**src/rtl/rpn_stack_ram.sv**
```systemverilog
// Operand stack storage: single write port, one registered read port.
// Read data is registered: it appears in the cycle after the read enable and holds until the next read.
// Depends on nothing.
`timescale 1ns / 1ps

module rpn_stack_ram #(
  parameter int DEPTH = 128,
  parameter int AW    = 7
) (
  input  logic          clk,
  input  logic          wr_en,
  input  logic [AW-1:0] wr_addr,
  input  logic [31:0]   wr_data,
  input  logic          rd_en,
  input  logic [AW-1:0] rd_addr,
  output logic [31:0]   rd_data
);

  logic [31:0] mem [DEPTH];

  // Write port
  always_ff @(posedge clk) begin
    if (wr_en) begin
      mem[wr_addr] <= wr_data;
    end
  end

  // Registered read port
  always_ff @(posedge clk) begin
    if (rd_en) begin
      rd_data <= mem[rd_addr];
    end
  end

endmodule

```
**config.mk**
```make
export PLATFORM = sky130hd
export DESIGN_NAME = rpn_stack_ram
export DESIGN_NICKNAME = d
export VERILOG_FILES = /design/src/rtl/rpn_stack_ram.sv
export SDC_FILE = /design/constraint.sdc
export NUM_CORES = 2
export LEC_CHECK = 0
export BUFFER_PORTS_ARGS = -buffer_cell sky130_fd_sc_hd__buf_4
export CELL_PAD_IN_SITES_DETAIL_PLACEMENT = 1
export CELL_PAD_IN_SITES_GLOBAL_PLACEMENT = 1
export CORE_UTILIZATION = 54
export CTS_BUF_LIST = sky130_fd_sc_hd__clkbuf_8
export DETAILED_ROUTE_END_ITERATION = 10
export PLACE_DENSITY_LB_ADDON = 0.1
export SLEW_MARGIN = 40
export SYNTH_ARGS = -nofsm -noshare
export SYNTH_HDL_FRONTEND = slang
export SYNTH_SLANG_ARGS = --single-unit
export TNS_END_PERCENT = 100
```
**constraint.sdc**
```tcl
create_clock -name clk -period 3.7 [get_ports clk]
set_clock_uncertainty 0.2 [all_clocks]
set_input_delay 0.555 -clock clk [delete_from_list [all_inputs] [get_ports clk]]
set_output_delay 0.555 -clock clk [all_outputs]
set_load 0.02 [all_outputs]
```
Word-level counts from Yosys, hierarchy flattened --
Memory sizes are Yosys's and may differ from the RTL's. A register that Yosys moved wholly into a read port is not among the register bits. Cells that the tools add are included.
Word-level totals: memories kept 1, output and inout bits 32, flip-flop bits (word level) 0, logic and storage cells 3, RAM bits 4096, memory bits (read-only) 0, latch bits 0
Memory list:
- mem | words 128, bits a word 32, rd ports 1, clocked after Yosys merged registers in 1, wr ports 1, line 19 | logic [31:0] mem [DEPTH];
Cells by class: equal/unequal tests 0, add/sub/neg operators 0, $mul 0, divide/modulo/power cells 0, reduce and logical (&&, ||, !) cells 0, bitwise operators 0, shift-type cells 0, multiplexer cells 2, magnitude comparators 0
Operators with widths (number):
- $mux 1 | 2

Logic depth before layout (Yosys ltp) --
depth in word-level cells 2, mapped depth 8, mapped depth without buffers 4

Worst setup path after synthesis --
Ideal clock, no wire load.
path type input to register, start input wr_en, end memory mem[98][0] (enable), arrival time 3333 ps, library setup time 461 ps, stages 3, setup slack -294 ps, cell sequence clkbuf_1 nand4_1 nor3_1
Between the ends: word-level cells in the longest chain between the ends 2
RTL lines:
- start: declaration | line 11 | input logic wr_en,
- $mux 1 | line 23 | if (wr_en) begin
- $mux 1 (not written as such) | line 24 | mem[wr_addr] <= wr_data;
- end: declaration | line 19
Every way passes these cells.

==> impl_results.md <==
* Status: finished clean
* H-tree depth at 6
* TritonCTS clock tree: done
* Critical Path Fanout Max at 1
* Clk pin slew, worst setup/hold paths at 0.06 ns
* Fraction of layout cells with a size suffix above 1 at 38.3%
* Cell Rows at 197
* Global-route wire length before repair at 600000 um
* Psw at 21300 uW
* Worst setup path category: reg2reg
* Post-CTS Hold Buffers at 48
* Total gr overflow at 0
* Utilization after layout at 62.7%
* Type of the most critical hold path: in2reg
* Most frequent cells in the layout: edfxtp_1, mux4_2, clkbuf_8
* DR WL/cell at 38.5 um
* Die ar. at 292000 sq um
* Seq/Total Area, Yosys at 79.2%
* Slew HR at 41.1%
* Syn Nets at 6039
* Setup violators final at 0
* Lkg Pwr at 0.0568 uW
* GRT Total Usage at 30.0%
* Sequential power share at 56.2%
* # Max-Cap Violations at 0
* RSZ-0062 raised after global routing: false
* PostCTS Resize Cnt at 0
* Placed insts at 10.0k
* Comb power frac at 6.0%
* Final Hold Vio Count at 0
* Global placer's final weighted congestion at 0.817
* Internal Power at 70900 uW
* Final Critical Period at 3.63 ns
* DRC viols at 0
* Clock net sink count at 4128
* Max clock buf depth at 4
* Root Buffer: clkbuf_8
* Core outline area at 288000 sq um
* Largest net degree at the start of global routing at 117
* Critical Path AT at 4.36 ns
* Final Non-Filler Cells at 11.3k
* Starting Density at 54.3%
* Met1 usage at 43.8%
* Sw Ratio at 23.1%
* Vias/cell at 6.59
* Post-synth cell types at 16
* Startpoint Class: flip-flop
* GRT met3 Usage at 6.04%
* Post-Synthesis Cell Area at 157000 sq um
* Crit. End Element: flip-flop
* Met2 global-route usage at 46.6%
* Max IR drop VDD at 0.380 mV
* Height of the die at 541 um
* 1st-pass router iterations at 6
* Final wirelength at 434000 um
* FF+latch count, synth at 4128
* Commonest non-fill, non-tap cell in the layout: edfxtp_1
* Nets at 7029
* I/O pin total at 81
* Pwr Density at 511 nW/um^2
* GRT Max-Usage Layer: met2
* Number of global-route vias before repair at 76.6k
* Ys Warns at 0
* Initial antenna violation count at 54
* Area grow syn2layout at 15.3%
* Final period util at 98.1%
* Cell count after synthesis at 5990
* Die span in x at 541 um
* Worst endpoint required time at 4.43 ns
* Clock Power Share at 37.8%
* Port Buf Inserts at 80
* Clk Latency, worst-skew pair at 1.21 ns
* Post-DP HPWL at 248000 um
* Initial DRC count at 10.2k
* Max Freq at 0.276 GHz
* Avg Cell Area, Syn at 26.1 sq um
* Worst hold margin at 0.147 ns
* Worst Tran Pin Value at 0.884 ns
* Fin. max-slew vios at 0
* Num CTS Buffers at 659
* Via Count at 74.3k
* Post-route ant nets at 0
* Setup Fix Bufs, Post-CTS at 0
-- synth_stat cells --
cell type	count	share of area [%]
buf_1	50	0.12
buf_2	79	0.25
buf_4	3	0.014
buf_6	2	0.014
clkbuf_1	182	0.44
edfxtp_1	4128	79
mux2_2	32	0.23
mux4_2	1344	19
nand2_1	14	0.034
nand2b_1	2	0.0080
nand3_1	12	0.038
nand4_1	3	0.012
nor2_1	122	0.29
nor2b_1	7	0.028
nor3_1	9	0.029
or3_1	1	0.0040
-- sequential cells by signal, summed over array words and instances, names as in the netlist --
signal / count
mem: 4096
rd_data: 32
-- per-layer routing --
metal  part of all wire (%)  vias up
li1                       -    28500
met1                     40    41100
met2                     48     4085
met3                    9.9      602
met4                    2.8       10
met5                 0.0099        -
-- cell type report --
| cell class | instances | area [sq um] |
|---|---|---|
| antenna | 23 | 57.6 |
| sequential | 4128 | 124000 |
| clock inverter | 494 | 2360 |
| timing repair buffer | 645 | 8070 |
| clock buffer | 663 | 9130 |
| fill | 22400 | 108000 |
| tap | 3781 | 4730 |
| multi-input combinational | 1546 | 32300 |
-- critical path, cell delays in order, from the launching register on --
cell           delay, ns
edfxtp_1            0.38
mux4_2              0.53
mux4_2              0.66
mux4_2              0.67
mux2_2              0.32
dlygate4sd3_1       0.56
-- power by group through the flow --
stage / sequential, uW / combinational (uW) / clock (uW)
finish: 51800 / 5540 / 34900
global route: 51800 / 5750 / 37200
CTS: 51900 / 5530 / 35500
detailed placement: 52800 / 5470 / 0
global placement: 52800 / 5360 / 0
floorplan: 52800 / 2490 / 0
-- path summary, 6_finish.rpt --
check | from | to | slack [ns] | cells after the start
max | mem[5][1] | rd_data[1] | 0.07 | 5
min | wr_data[26] | mem[98][26] | 0.15 | 2
max reg2reg | mem[5][1] | rd_data[1] | 0.07 | 5
min reg2reg | mem[47][5] | rd_data[5] | 1.01 | 4
-- cell families (layout without fill, tap and decap cells) --
| kind of cell | after synthesis | count (layout) | synth area share, % |
|---|---|---|---|
| simple gates | 170 | 170 | 0.445 |
| flops | 4128 | 4128 | 79.2 |
| buf+inv | 316 | 1802 | 0.837 |
| other cells | 0 | 23 | 0 |
| mux | 1376 | 1376 | 19.6 |
-- stage by stage --
| step | setup WS [ns] | area [sq um] | total power, uW | setup TNS [ns] |
|---|---|---|---|---|
| 3_3_place_gp | -0.471 | 168000 | 58200 | -8.42 |
| 4_1_cts | 0.118 | 180000 | 92900 | 0 |
| 6_report | 0.0703 | 181000 | 92300 | 0 |
| 5_1_grt | 0.0900 | 181000 | 94800 | 0 |
| 2_1_floorplan | -0.294 | 157000 | 55300 | -27.03 |
| 3_5_place_dp | -0.477 | 168000 | 58300 | -8.67 |
(Power assumes the default switching activity.)
