$ cat src/rtl/rpn_pkg.sv
// Shared types and constants for the postfix expression evaluator.
// Holds state enums, arithmetic unit request/response structs and symbol codes.
// No dependencies.
`timescale 1ns / 1ps

package rpn_pkg;

  // Arithmetic operations of the shared unit
  typedef enum logic [2:0] {
    OP_ADD,
    OP_SUB,
    OP_MUL,
    OP_DIV,
    OP_POW
  } alu_op_t;

  // Sequencer states of the top level
  typedef enum logic [3:0] {
    ST_IDLE,
    ST_GET_R,
    ST_POP_L,
    ST_GET_L,
    ST_EXEC,
    ST_WAIT,
    ST_PUSH,
    ST_FIN,
    ST_GET_F
  } ctl_state_t;

  // States of the iterative arithmetic unit
  typedef enum logic [2:0] {
    A_IDLE,
    A_MUL,
    A_DIV,
    A_POW_MUL,
    A_POW_SQR,
    A_DONE
  } alu_state_t;

  typedef struct packed {
    logic        start;
    alu_op_t     op;
    logic [31:0] lhs;
    logic [31:0] rhs;
  } alu_req_t;

  typedef struct packed {
    logic        done;
    logic        divz;
    logic [31:0] result;
  } alu_rsp_t;

  // Status codes
  localparam logic [1:0] ERR_NONE  = 2'd0;
  localparam logic [1:0] ERR_UNDER = 2'd1;
  localparam logic [1:0] ERR_OVER  = 2'd2;
  localparam logic [1:0] ERR_DIVZ  = 2'd3;

  // Symbol codes
  localparam logic [7:0] SYM_PLUS   = 8'h2B;
  localparam logic [7:0] SYM_MINUS  = 8'h2D;
  localparam logic [7:0] SYM_STAR   = 8'h2A;
  localparam logic [7:0] SYM_SLASH  = 8'h2F;
  localparam logic [7:0] SYM_DOLLAR = 8'h24;
  localparam logic [7:0] SYM_ZERO   = 8'h30;

  localparam logic [31:0] POP_EMPTY = 32'hFFFF_FFFF;

  function automatic logic is_operator(input logic [7:0] sym);
    is_operator = (sym == SYM_PLUS) || (sym == SYM_MINUS) || (sym == SYM_STAR) ||
                  (sym == SYM_SLASH) || (sym == SYM_DOLLAR);
  endfunction

  function automatic alu_op_t op_of(input logic [7:0] sym);
    alu_op_t op;
    op = OP_ADD;
    if (sym == SYM_MINUS) op = OP_SUB;
    if (sym == SYM_STAR) op = OP_MUL;
    if (sym == SYM_SLASH) op = OP_DIV;
    if (sym == SYM_DOLLAR) op = OP_POW;
    op_of = op;
  endfunction

endpackage

$ cat src/rtl/rpn_alu.sv
// Iterative arithmetic unit: add, subtract, multiply, restoring divide, power.
// One shared 32x32 multiplier; divide takes one quotient bit per cycle.
// Depends on rpn_pkg.
`timescale 1ns / 1ps

module rpn_alu
  import rpn_pkg::*;
(
  input  logic     clk,
  input  logic     rst,
  input  alu_req_t req,
  output alu_rsp_t rsp
);

  alu_state_t state, state_next;

  logic [31:0] acc;   // result / power accumulator
  logic [31:0] opb;   // multiplicand, power base, divisor magnitude
  logic [31:0] ex;    // remaining exponent
  logic [31:0] quo;   // dividend shifting into quotient
  logic [31:0] rem;   // partial remainder
  logic [4:0]  cnt;
  logic        neg;
  logic        divz;

  logic [31:0] mul_x;
  logic [31:0] prod;
  logic [32:0] trial;
  logic        ge;
  logic [31:0] q_new;
  logic [31:0] a_mag;
  logic [31:0] b_mag;

  // Shared multiplier and divide step
  always_comb begin
    mul_x = (state == A_POW_SQR) ? opb : acc;
    prod  = mul_x * opb;
    trial = {rem, quo[31]} - {1'b0, opb};
    ge    = ~trial[32];
    q_new = {quo[30:0], ge};
    a_mag = req.lhs[31] ? (32'd0 - req.lhs) : req.lhs;
    b_mag = req.rhs[31] ? (32'd0 - req.rhs) : req.rhs;
  end

  // Next state
  always_comb begin
    state_next = state;
    unique case (state)
      A_IDLE: begin
        if (req.start) begin
          unique case (req.op)
            OP_ADD, OP_SUB: state_next = A_DONE;
            OP_MUL:         state_next = A_MUL;
            OP_DIV:         state_next = (req.rhs == 32'd0) ? A_DONE : A_DIV;
            OP_POW:         state_next = req.rhs[31] ? A_DONE : A_POW_MUL;
            default:        state_next = A_DONE;
          endcase
        end
      end
      A_MUL:     state_next = A_DONE;
      A_DIV:     state_next = (cnt == 5'd31) ? A_DONE : A_DIV;
      A_POW_MUL: state_next = (ex == 32'd0) ? A_DONE : A_POW_SQR;
      A_POW_SQR: state_next = A_POW_MUL;
      A_DONE:    state_next = A_IDLE;
      default:   state_next = A_IDLE;
    endcase
  end

  // Outputs
  always_comb begin
    rsp.done   = (state == A_DONE);
    rsp.divz   = divz;
    rsp.result = acc;
  end

  always_ff @(posedge clk) begin
    if (rst) begin
      state <= A_IDLE;
    end else begin
      state <= state_next;
    end
  end

  // Datapath
  always_ff @(posedge clk) begin
    unique case (state)
      A_IDLE: begin
        if (req.start) begin
          divz <= 1'b0;
          unique case (req.op)
            OP_ADD: acc <= req.lhs + req.rhs;
            OP_SUB: acc <= req.lhs - req.rhs;
            OP_MUL: begin
              acc <= req.lhs;
              opb <= req.rhs;
            end
            OP_DIV: begin
              if (req.rhs == 32'd0) begin
                acc  <= 32'd0;
                divz <= 1'b1;
              end
              quo <= a_mag;
              opb <= b_mag;
              rem <= 32'd0;
              neg <= req.lhs[31] ^ req.rhs[31];
              cnt <= 5'd0;
            end
            OP_POW: begin
              // negative exponent: only bases 1 and -1 survive
              if (!req.rhs[31]) begin
                acc <= 32'd1;
              end else if (req.lhs == 32'd1) begin
                acc <= 32'd1;
              end else if (req.lhs == POP_EMPTY) begin
                acc <= req.rhs[0] ? POP_EMPTY : 32'd1;
              end else begin
                acc <= 32'd0;
              end
              opb <= req.lhs;
              ex  <= req.rhs;
            end
            default: acc <= 32'd0;
          endcase
        end
      end
      A_MUL: acc <= prod;
      A_DIV: begin
        rem <= ge ? trial[31:0] : {rem[30:0], quo[31]};
        quo <= q_new;
        cnt <= cnt + 5'd1;
        if (cnt == 5'd31) begin
          acc <= neg ? (32'd0 - q_new) : q_new;
        end
      end
      A_POW_MUL: begin
        if (ex[0]) begin
          acc <= prod;
        end
      end
      A_POW_SQR: begin
        opb <= prod;
        ex  <= {1'b0, ex[31:1]};
      end
      A_DONE: ;
      default: ;
    endcase
  end

endmodule

$ cat config.mk
export PLATFORM = sky130hd
export DESIGN_NAME = rpn_alu
export DESIGN_NICKNAME = d
export VERILOG_FILES = /design/src/rtl/rpn_pkg.sv /design/src/rtl/rpn_alu.sv
export SDC_FILE = /design/constraint.sdc
export NUM_CORES = 2
export LEC_CHECK = 0
export ABC_AREA = 0
export BUFFER_PORTS_ARGS = -buffer_cell sky130_fd_sc_hd__buf_2
export CORE_UTILIZATION = 50
export CTS_CLUSTER_SIZE = 8
export DETAILED_ROUTE_END_ITERATION = 12
export PLACE_DENSITY = 0.65
export SYNTH_ARGS = -nofsm -noshare
export SYNTH_HDL_FRONTEND = slang
export SYNTH_SLANG_ARGS = --single-unit
$ cat constraint.sdc
create_clock -name clk -period 16.2 [get_ports clk]
set_clock_uncertainty 0.2 [all_clocks]
set_input_delay 3.24 -clock clk [delete_from_list [all_inputs] [get_ports clk]]
set_output_delay 3.24 -clock clk [all_outputs]
set_load 0.02 [all_outputs]
# Word level (Yosys, flattened, before mapping)
# Cells that the tools add are included.
[word_totals] input_bits=70 output_inout_bits=34 elab_cells=89 regBits=170
[op_classes] eq_ne=19 multipliers=1 reduce_logical=13 muxes=38 bitwise=2 add_sub_neg=7
[ops] op="two-way mux 32 bit" n=20
[ops] op="one-hot mux 32 bit (2 select lines)" n=4
[ops] op="one-hot mux 32 bit (5 select lines)" n=1
[ops] op="one-hot mux 32 bit (4 select lines)" n=1
[ops] op="one-hot mux 32 bit (3 select lines)" n=1
[ops] op="subtractor 1 x 32 -> 32 bit (first input constant)" n=3
[ops] op="zero test 32 bit" n=2
[ops] op="subtractor 33 x 32 -> 33 bit" n=1
[ops] op="adder 32 bit" n=1
[ops] op="equality test 32 x 1 -> 1 bit (second input constant)" n=1
[ops] op="equality test 32 bit (second input constant)" n=1
[ops] op="multiplier 32 x 32 -> 32 bit" n=1
[ops] op="subtractor 32 bit" n=1
[ops] op="one-hot mux 3 bit (5 select lines)" n=1
[ops] op="equality test 3 x 2 -> 1 bit (second input constant)" n=4
[ops] op="two-way mux 3 bit" n=4
[ops] op="AND reduction 3 bit" n=4
[ops] op="two-way mux 5 bit" n=2
[ops] op="one-hot mux 5 bit (2 select lines)" n=1
[ops] op="equality test 3 bit (second input constant)" n=3
[ops] op="one-hot mux 3 bit (3 select lines)" n=1
[ops] op="inequality test 2 bit (second input constant)" n=4
[ops] op="equality test 3 x 1 -> 1 bit (second input constant)" n=2
[ops] op="zero test 3 bit" n=2
[ops] op="other kinds (12)" n=14

# Logic depth before layout (Yosys ltp)
[depth] word_depth=7 depth_mapped=35 mapped_depth_nobuf=29

# Worst setup path after synthesis
# OpenSTA, ideal clock, no wires.
[synth_timing] kind="input-to-reg" from="in req[65] in the netlist's numbering" to="reg cnt[0], enable pin" setup_time_ns=0.581 required_time_ns=15.419 slack_ns=6.764 path_stages=5 path_buffers=1 arrival_ns=8.655 cell_sequence="clkbuf_1 > nand2b_1 > nor2_1 > a21oi_1 > nor3_1"
[synth_via] elab_chain_len=3
[synth_rtl] element="start: declaration" line="rpn_alu.sv:11" source="input alu_req_t req,"
[synth_rtl] element="equality test 3 x 2 -> 1 bit" line="rpn_alu.sv:90" source="unique case (req.op)"
[synth_rtl] element="inequality test 2 x 1 -> 1 bit (no line)"
[synth_rtl] element="AND reduction 3 bit (no line)"
[synth_rtl] element="end signal: assignment" line="rpn_alu.sv:130" source="cnt <= cnt + 5'd1;"
[synth_rtl] element="end: declaration" line="rpn_alu.sv:22" source="logic [4:0] cnt;"
# No other way between the ends.
# A chain may end at the register's enable or synchronous reset.

# Final worst setup path
[layout_timing] from="reg state[0]" to="reg acc[24] (data pin)"
[layout_via] elab_chain_len=5 elab_cells_between_ends=9 classes_between="1 x mul; 4 x eq/ne; 3 x mux; 1 x reduce/logical"
[layout_rtl] element="start: declaration" line="rpn_alu.sv:15" source="alu_state_t state, state_next;"
[layout_rtl] element="start signal: assignment" line="rpn_alu.sv:80" source="state <= state_next;"
[layout_rtl] element="equality test 3 bit" line="rpn_alu.sv:36" source="mul_x = (state == A_POW_SQR) ? opb : acc;"
[layout_rtl] element="two-way mux 32 bit" line="rpn_alu.sv:36"
[layout_rtl] element="multiplier 32 x 32 -> 32 bit" line="rpn_alu.sv:37" source="prod = mul_x * opb;"
[layout_rtl] element="two-way mux 32 bit" line="rpn_alu.sv:136" source="if (ex[0]) begin"
[layout_rtl] element="one-hot mux 32 bit (4 select lines) *" line="rpn_alu.sv:86" source="unique case (state)"
[layout_rtl] element="end signal: assignment" line="rpn_alu.sv:91" source="OP_ADD: acc <= req.lhs + req.rhs;"
[layout_rtl] element="end signal: assignment" line="rpn_alu.sv:92" source="OP_SUB: acc <= req.lhs - req.rhs;"
[layout_rtl] element="end signal: assignment" line="rpn_alu.sv:137" source="acc <= prod;"
[layout_rtl] element="end: declaration" line="rpn_alu.sv:17" source="logic [31:0] acc;"
# Every way passes the cells marked *; elsewhere a longest branch is shown, timed or not. The select of a mux whose other input is x is not followed.

==> run_results.csv <==
group,metric,value,unit
clock_tree,cts_max_path_buffers,2,
setup_path,start_kind,"flop",
floorplan,pin_count,104,
status,status,"finished clean",
routing,drc,0,
clock_tree,hold_buffers,0,
synth,synth_top_area_share,0.2770,
global_route,grt_max_degree,78,
setup_path,crit_path_end,"acc[24]$_DFFE_PP_",
floorplan,die_x,245.5,um
synth,synth_edf_count,167,
sta,rsz0062_at_grt,"false",
setup_path,crit_required,16.20,ns
layout,area_growth,5.999,%
synth,synth.distinct_cells,74,
floorplan,die_height,245.5,um
global_route,grt_pass1_wl,164900,um
clock_tree,cts_tree,"yes",
global_route,track_usage,0.3728,
setup_path,cp_max_fo,52,
setup_path,criticalPathCategory,"flop to flop",
placed_design,hpwl,86580,um
clock_tree,clk_pin_slew_worst_paths,0.07,ns
sta,period_share,0.6458,
sta,hold_violations,0,
routing,postRouteAntennaNets,0,
layout,seq_area,0.005075,sq mm
synth,synth_area,0.02963,sq mm
routing,avgViaCountPerCell,6.111,
setup_path,rr_worst_depth,25,
sta,fin_crit,10.46,ns
sta,slew_headroom,0.1030,
setup_path,r2r-start,"state[0]$_SDFFE_PP0P_",
sta,final_max_slew_viol_count,0,
routing,drt_iter0_markers,2498,
clock_tree,insertion_delay,0.50,ns
floorplan,die-area,0.06025,sq mm
synth,syn_inst,3463,
synth,yosys_warnings,0,
flow_run,maxCapViolCount,0,
layout,drive_gt1_frac,0.06865,
floorplan,rows,88,
setup_path,slowest_delay,1.04,ns
layout,multi_input_area,0.02227,sq mm
synth,synth_area_leaders,"fa_1, edfxtp_1, ha_1, nor2_1, nand2_1",
routing,totalWireLength,108800,um
synth,synth_largest_area_cell,"fa_1",
clock_tree,h-tree-depth,4,
setup_path,r2r_slack,5.74,ns
routing,wl_per_cell,25.69,um
setup_path,critPathMostFrequentCell,"fa_1",
layout,nNetsFinal,4128,
clock_tree,cts_resized,0,
synth,seq_area_frac_synth,0.1712,
layout,fillers,5444,
synth,ys.flop_type,"edfxtp_1",
hold_path,hp-class,"flop to flop",
routing,dr.pass1.iters,6,
floorplan,core_area,0.05814,sq mm
sta,setup_viol,0,
setup_path,cpMaxStageDelayCell,"a21oi_1",
global_route,grt_pass1_vias,26560,
synth,syn-num-nets,4137,
setup_path,crit_arrival,10.47,ns
setup_path,cp-end-kind,"flop",
synth,synth_area_per_cell,8.558,sq um
synth,async_flop_share,0,
synth,ys_seq_elements,170,
sta,worstMarginPinSlew,1.346,ns
sta,max_freq,95.59,MHz
clock_tree,root_buffer,"clkbuf_16",
placed_design,gp_congestion,1.016,
setup_path,startpoint,"state[0]$_SDFFE_PP0P_",
global_route,antenna_found_initial,7,
clock_tree,numClockSinks,170,
placed_design,port_buffers,103,
global_route,grt.overflow.total,0,
sta,fin_tns_setup,0,ns
clock_tree,cts_setup_buffers,0,
floorplan,start_util,0.5097,
routing,routed-via-count,25870,
clock_tree,cts_buffers,17,
setup_path,r2r_end,"acc[24]$_DFFE_PP_",
## registers in the layout, summed over array words and instances, names as in the netlist
register / cells
opb: 32
acc: 32
rem: 32
state: 3
ex: 32
neg: 1
cnt: 5
divz: 1
quo: 32
## through the flow
step / setup WS (ns) / hold slack [ns] / area (sq um) / instances / util
CTS: 5.881 / 0.3533 / 31410 / 4232 / 0.5402
detailed placement: 5.928 / 0.3374 / 30870 / 4200 / 0.5309
floorplan: 6.764 / 0.3101 / 29630 / 3463 / -
global placement: 6.071 / 0.3244 / 30870 / 4200 / 0.5309
finish: 5.739 / 0.3515 / 31410 / 4234 / 0.5403
global route: 5.291 / 0.3691 / 31410 / 4233 / 0.5403
## Yosys cell counts, types with 24 or more instances
library cell and count:
clkbuf_1 157, inv_1 429, ha_1 194, or3_1 27, o21ai_0 129, nor4_1 25
nor2_1 462, a21oi_1 166, fa_1 410, and2_1 35, edfxtp_1 167, a21o_1 40
mux2i_1 55, nand2_1 449, a221oi_1 32, nor2b_1 24, nor3_1 48, nand3_1 27
o31ai_1 24, xnor2_1 126, xor2_1 90
## cell type report
type | instances | share of cell area
timing repair buffer | 155 | 0.02884
sequential | 170 | 0.1616
antenna | 2 | 0.0001593
tap | 765 | 0.03047
clock buffer | 18 | 0.01366
clock inverter | 14 | 0.003585
multi-input combinational | 2669 | 0.7090
inverter | 441 | 0.05270
## cells in the final DEF, fill, tap and decap left out, types with 52 or more instances in the layout
master | netlist | layout
inv_1 | 429 | 429
buf_2 | 8 | 103
o21ai_0 | 129 | 129
xnor2_1 | 126 | 126
xor2_1 | 90 | 90
nor2_1 | 462 | 460
nand2_1 | 449 | 448
a21oi_1 | 166 | 166
edfxtp_1 | 167 | 167
fa_1 | 410 | 410
buf_4 | 2 | 52
ha_1 | 194 | 194
## cells by family (layout without fill, tap and decap cells)
family / after synthesis / after routing / share of synthesized area
xor gates and xnor gates: 218 / 218 / 0.06536
DFF: 170 / 170 / 0.1712
muxes: 72 / 72 / 0.02504
other: 0 / 2 / 0
and+or+nand+nor: 1194 / 1194 / 0.1742
AOI/OAI and AO/OA: 581 / 581 / 0.1256
buffers and inverters: 624 / 628 / 0.07967
adders and majority gates: 604 / 604 / 0.3589
## critical path: cells and delay by family (launching register included)
family / cells / cell delay (ns)
AO/OA/AOI/OAI: 6 / 2.35
XOR/XNOR: 1 / 0.48
adder cells (fa/ha/maj): 9 / 4.48
buffers and inverters: 5 / 0.90
flip-flops: 1 / 0.71
AND/OR/NAND/NOR: 4 / 0.97
## how the worst min path moves through the flow
stage,endpoint,cells after the start,startpoint,slack (ns)
after floorplan,ex[10]$_DFFE_PP_,2,ex[11]$_DFFE_PP_,0.31
after global placement,ex[28]$_DFFE_PP_,2,ex[29]$_DFFE_PP_,0.32
after detailed placement,ex[18]$_DFFE_PP_,2,ex[19]$_DFFE_PP_,0.34
after CTS,ex[7]$_DFFE_PP_,2,ex[8]$_DFFE_PP_,0.35
after global routing,ex[17]$_DFFE_PP_,2,ex[18]$_DFFE_PP_,0.37
final,ex[7]$_DFFE_PP_,2,ex[8]$_DFFE_PP_,0.35
## routing by layer
metal	vias up	GRT usage	part of all wire
met5	-	0	0.00010
met4	2	0.2103	0.066
met3	338	0.07901	0.091
met2	1367	0.6040	0.46
met1	12750	0.4621	0.38
li1	11420	-	-
Power is not shown: default switching activity piles up to over one toggle a cycle in this logic, so the estimate is an artifact.
